==> src/rtl/tvsg_pkg.sv <==
// Shared types, constants and helpers for the text video scan generator.
`default_nettype none
package tvsg_pkg;

  localparam int COLUMNS_DEF       = 80;
  localparam int TEXT_ROWS_DEF     = 16;
  localparam int SCANS_PER_ROW_DEF = 10;
  localparam int VIDEO_BYTES_DEF   = 1280;

  localparam int GLYPH_BYTES = 512;
  localparam int GLYPH_AW    = 9;
  localparam int ROW_STRIDE  = 16;

  localparam int OP_W   = 2;
  localparam int ADDR_W = 11;
  localparam int DATA_W = 8;
  localparam int COL_W  = 7;
  localparam int CELL_W = 4;
  localparam int ROW_W  = 4;
  localparam int LINE_W = 8;

  typedef enum logic [OP_W-1:0] {
    OP_VIDEO_WR = 2'd0,
    OP_GLYPH_WR = 2'd1,
    OP_SCAN     = 2'd2
  } op_t;

  typedef struct packed {
    logic [COL_W-1:0]  column;
    logic [CELL_W-1:0] cell_row;
    logic [LINE_W-1:0] scan_line;
    logic              last;
    logic              blank;
  } pos_t;

  // g5..g0 = v2 v1 v0 v3 v4 v5
  function automatic logic [5:0] glyph_number(input logic [5:0] v);
    glyph_number = {v[2], v[1], v[0], v[3], v[4], v[5]};
  endfunction

endpackage
`default_nettype wire

==> src/rtl/tvsg_raster.sv <==
// Raster position counters and running video address.
`default_nettype none
module tvsg_raster
  import tvsg_pkg::*;
#(
  parameter int COLUMNS       = COLUMNS_DEF,
  parameter int TEXT_ROWS     = TEXT_ROWS_DEF,
  parameter int SCANS_PER_ROW = SCANS_PER_ROW_DEF,
  parameter int VIDEO_BYTES   = VIDEO_BYTES_DEF,
  localparam int VA_W         = $clog2(VIDEO_BYTES)
) (
  input  wire logic            clk,
  input  wire logic            rst_n,
  input  wire logic            advance,
  output pos_t                 pos,
  output logic [VA_W-1:0]      vaddr
);

  logic [COL_W-1:0]  column_r, column_nxt;
  logic [CELL_W-1:0] cell_r, cell_nxt;
  logic [ROW_W-1:0]  row_r, row_nxt;
  logic [VA_W-1:0]   vaddr_r, vaddr_nxt;
  logic [VA_W:0]     vsum;
  logic              col_last, cell_last, row_last;

  always_comb begin
    col_last  = column_r == COL_W'(COLUMNS - 1);
    cell_last = cell_r == CELL_W'(SCANS_PER_ROW - 1);
    row_last  = row_r == ROW_W'(TEXT_ROWS - 1);

    pos.column    = column_r;
    pos.cell_row  = cell_r;
    pos.scan_line = LINE_W'(({4'b0, row_r} * LINE_W'(SCANS_PER_ROW)) + {4'b0, cell_r});
    pos.last      = col_last && cell_last && row_last;
    pos.blank     = (cell_r == '0) || cell_last;
    vaddr         = vaddr_r;

    vsum = {1'b0, vaddr_r} + (VA_W+1)'(ROW_STRIDE);
    if (vsum >= (VA_W+1)'(VIDEO_BYTES)) begin
      vsum = vsum - (VA_W+1)'(VIDEO_BYTES);
    end

    column_nxt = column_r;
    cell_nxt   = cell_r;
    row_nxt    = row_r;
    vaddr_nxt  = vaddr_r;
    if (advance) begin
      if (col_last) begin
        column_nxt = '0;
        if (cell_last) begin
          cell_nxt = '0;
          row_nxt  = row_last ? '0 : row_r + 1'b1;
        end else begin
          cell_nxt = cell_r + 1'b1;
        end
        vaddr_nxt = VA_W'(row_nxt);
      end else begin
        column_nxt = column_r + 1'b1;
        vaddr_nxt  = vsum[VA_W-1:0];
      end
    end
  end

  always_ff @(posedge clk) begin
    if (!rst_n) begin
      column_r <= '0;
      cell_r   <= '0;
      row_r    <= '0;
      vaddr_r  <= '0;
    end else begin
      column_r <= column_nxt;
      cell_r   <= cell_nxt;
      row_r    <= row_nxt;
      vaddr_r  <= vaddr_nxt;
    end
  end

endmodule
`default_nettype wire

==> config.mk <==
export PLATFORM = sky130hd
export DESIGN_NAME = tvsg_raster
export DESIGN_NICKNAME = d
export VERILOG_FILES = /design/src/rtl/tvsg_pkg.sv /design/src/rtl/tvsg_raster.sv
export SDC_FILE = /design/constraint.sdc
export NUM_CORES = 1
export LEC_CHECK = 0
export BUFFER_PORTS_ARGS = -buffer_cell sky130_fd_sc_hd__buf_2
export CORE_UTILIZATION = 43
export DETAILED_ROUTE_END_ITERATION = 12
export PLACE_DENSITY_LB_ADDON = 0.1
export SLEW_MARGIN = 0
export SYNTH_ARGS = -nofsm -noshare
export SYNTH_HDL_FRONTEND = slang
export SYNTH_SLANG_ARGS = --single-unit
==> constraint.sdc <==
create_clock -name clk -period 2.35 [get_ports clk]
set_input_delay 0.235 -clock clk [delete_from_list [all_inputs] [get_ports clk]]
set_output_delay 0.235 -clock clk [all_outputs]
set_load 0.005 [all_outputs]
# Word-level counts from Yosys, hierarchy flattened
# Cells that the tools add are included.
# totals
reg_bits,26
inputBits,3
output_inout_bits,32
elab_cells,26
# classes
n_addsub,6
n_mul,1
n_lt_le_gt_ge,1
n_eq_ne,3
n_mux,6
n_reduce_logical,5
# ops
cell,n
two-way mux 11 bit,2
"adder 11 x 5 -> 12 bit, second input constant",1
">= comparator 12 x 11 -> 1 bit, second input constant",1
two-way mux 4 bit,3
"subtractor 11 bit, second input constant",1
"adder 4 x 1 -> 4 bit, second input constant",2
adder 8 x 4 -> 8 bit,1
"equality test 4 bit, second input constant",2
"adder 7 x 1 -> 7 bit, second input constant",1
"equality test 7 bit, second input constant",1
"multiplier 4 x 3 -> 7 bit, second input constant",1
two-way mux 7 bit,1
logical NOT 4 bit,1
logical AND 1 bit,2
AND reduction 2 bit,1
logical OR 1 bit,1

# Longest topological paths before layout
# logic_depth
ltp_word,4
depth_mapped,9
depth_no_buf,8

# Least setup slack after synthesis
# OpenSTA, ideal clock, no wires.
# synth_path
path_kind,register to output
start,register row_r[1]
end,output port pos[9] in the netlist's numbering
t_arrival_ns,1.876
required_ns,2.115
path_slack_ns,0.239
path_stages_with_launch,8
n_path_buf,0
cell_sequence,dfxtp_1 > ha_1 > ha_1 > fa_1 > nand3_1 > nor2_1 > xor2_1 > o22ai_1
# synth_lines
item,line,source
start: declaration,tvsg_raster.sv:21,"logic [ROW_W-1:0] row_r, row_nxt;"
start signal: assignment,tvsg_raster.sv:73,row_r <= row_nxt;
end: declaration,tvsg_raster.sv:15,"output pos_t pos,"

==> results.ini <==
[route]
wire_per_inst_um=13.29
totalWireLength_um=3789
detail_route.first_pass.iterations=4
vias=1556
route.detailed.drc=0
ant_nets=0
via_per_inst=5.460
initialDrtViolationCount=42

[die]
start_util_pct=45.82
die-height_um=64.93
core_region_area_sq_um=3716
row_count=22
die-area_sq_um=4216
die_x_um=64.93
ioPinCount=35

[clocking]
cts_hold_buffers=0
clock-root-buffer=clkbuf_8
clk_pin_slew_ps=90
cts_max_level=1
cts_buffers=3
cts_sinks=26
clk_latency_ps=280
tritoncts=done
clock_path_buffers=2

[final_layout]
layout-drive-gt1-share_pct=27.00
finalInstanceArea_sq_um=2078
postLayoutCoreUtil_pct=55.93
syn2layout_area_growth_pct=22.04
stdcell_count=285
antenna_cells=0
fill_cells=345
finalNetCount=255

[global_route]
busiest_layer=met2
gr-usage-met3_pct=2.465
grt_use_met2_pct=31.25
grt_max_degree=28
use_met1_pct=24.92
grtUsageTotal_pct=19.27
grt_pass1_vias=1412
grt_first_pass_wirelength_um=6299
overflow=0
antenna_found_initial=0

[placement]
place_area_sq_um=1924
hpwl_um=2756
portBuffers=34
place_ws_ps=116.5
gp_congestion=0.8936
place_inst=276

[yosys]
yosysTopAreaCell=dfxtp_1
syn_inst=198
synthTopCellsByArea=dfxtp_1, ha_1, xnor2_1
syn-cell-area_sq_um=1703
synth_most_common_cell=dfxtp_1
ys_top_cells_by_count=dfxtp_1, nand2_1, nand3_1, ha_1, xnor2_1
synth_fp_nets=215
synth-seq-area-share_pct=30.57
yosysWarnings=0
ys_types=44
syn_avg_cell_area_sq_um=8.600
ys_ff_latch=26
netlist.area_leader.share_pct=30.57
async_flop_share_pct=0
synthFlopType=dfxtp_1
synth_edf_count=0

[critical_path]
start_kind=flip-flop
cp_common_cell=ha_4
crit_required_ps=2120
worstPathMaxFanout=2
cp_slowest_cell=fa_1
crit_path_cell_trace=ha_4, ha_4, fa_1, nand3_2, nor2_2, xor2_1, o22ai_1, buf_2
rr_worst_depth=8
worstReg2RegEnd=vaddr[9]
path_class=reg -> out
slowest_delay_ps=550
end_kind=primary output
cp_data_arrival_time_ps=2160
rrSetupSlack_ps=280
crit-reg2reg-launch=vaddr[5]

[sta]
period_share_pct=101.9
fin_tns_setup_ps=-43.83
slew_headroom_pct=73.14
fin_crit_ps=2394
skew_ps=4.972
hold_violations=0
setup_slack_ps=-43.83
final-setup-viol-count=1
rsz0062_at_grt=true
max_clock_freq_ghz=0.4177
drv_slew=0
worst_pin_slew_ps=402.9

[power]
pwr_density_cell_nw_per_um2=417.2
peakVddDrop_mv=0.2091
leakagePower_nw=0.9399

[run]
cap_violations=0

[outcome]
status=finished, violations left
failed_checks=negative setup slack

[worst_hold_path]
hold_path_depth=3
hold_start=advance
hp-class=in -> reg
hold_end=vaddr[5]

-- where the power goes --
group / switching, W / internal (W)
Clock: 0.000147 / 0.000228
Combinational: 0.0000238 / 0.0000170
Sequential: 0.00000670 / 0.000444
Total: 0.000177 / 0.000690
-- final cells by class --
type	instances	area, sq um	area share [%]
clock inverters	1	30.03	1.445
flip-flops and latches	26	528.0	25.41
multi-input cells	162	1174	56.47
well taps	48	60.06	2.890
inverters	2	7.507	0.3612
repair buffers	43	237.7	11.44
clock buffers	3	41.29	1.987
-- metal layers --
| metal | part of all wire, % | vias to the layer above |
|---|---|---|
| met5 | 0 | - |
| met4 | 2.5 | 0 |
| met3 | 2.8 | 9 |
| met2 | 47 | 33 |
| met1 | 47 | 729 |
| li1 | - | 785 |
-- sequential cells by signal, indices dropped and copies added, names as in the netlist --
signal	flops
row_r	4
vaddr	11
cell_r	4
column_r	7
-- critical path: cells and delay by family, from the launching register on --
family | cells | cell delay [ps]
compound gates | 1 | 80
xor+xnor | 1 | 150
fa+ha+maj | 3 | 950
buf+inv | 1 | 130
flops | 1 | 350
simple gates | 2 | 230
-- placed cells by master, fill, tap and decap left out, drive strengths merged, types with 3 or more instances in the layout --
cell and n:
xnor2 12, or3 4, nand2 20, mux2i 3
xor2 7, nand4 4, ha 12, a21boi 6
dfxtp 26, nor3 4, buf 43, o21ai 9
a21o 3, nor2 11, clkbuf 3, nand3b 3
nor2b 7, and3 6, a21oi 7, and2 6
nand3 17
-- repair_timing --
action,in CTS,in global routing
pin swaps,4,3
hold endpoints to repair,0,0
buffers inserted,5,0
resized for setup,8,4
endpoints found under the setup margin,2,2
-- worst max path at each step --
stage | from | endpoint | slack, ps | cells after the start
final | row_r[1] | pos[9] | -40 | 8
after global routing | row_r[1] | pos[9] | -130 | 8
after CTS | row_r[1] | pos[9] | -60 | 8
after detailed placement | row_r[3] | pos[9] | 120 | 8
after global placement | row_r[3] | pos[9] | 180 | 8
after floorplan | row_r[1] | pos[9] | 240 | 7
-- cells by family (layout without fill, tap and decap cells) --
| family | count (synthesis) | count (layout) | share of synthesized area, % |
|---|---|---|---|
| AND/OR/NAND/NOR | 90 | 90 | 29.10 |
| multiplexers | 3 | 3 | 1.763 |
| flip-flops | 26 | 26 | 30.57 |
| buffers and inverters | 10 | 49 | 2.719 |
| XOR/XNOR | 19 | 19 | 9.772 |
| adder cells (fa/ha/maj) | 14 | 14 | 11.17 |
| AO/OA/AOI/OAI | 36 | 36 | 14.92 |
-- stage by stage --
stage | hold slack, ps | total power (W)
after floorplan | 470.8 | 0.0004887
after global placement | 487.3 | 0.0005030
after detailed placement | 491.8 | 0.0005037
after CTS | 361.0 | 0.0008762
after global routing | 406.5 | 0.0009037
final | 362.4 | 0.0008670
No activity file was read; power rests on OpenSTA's default activity.
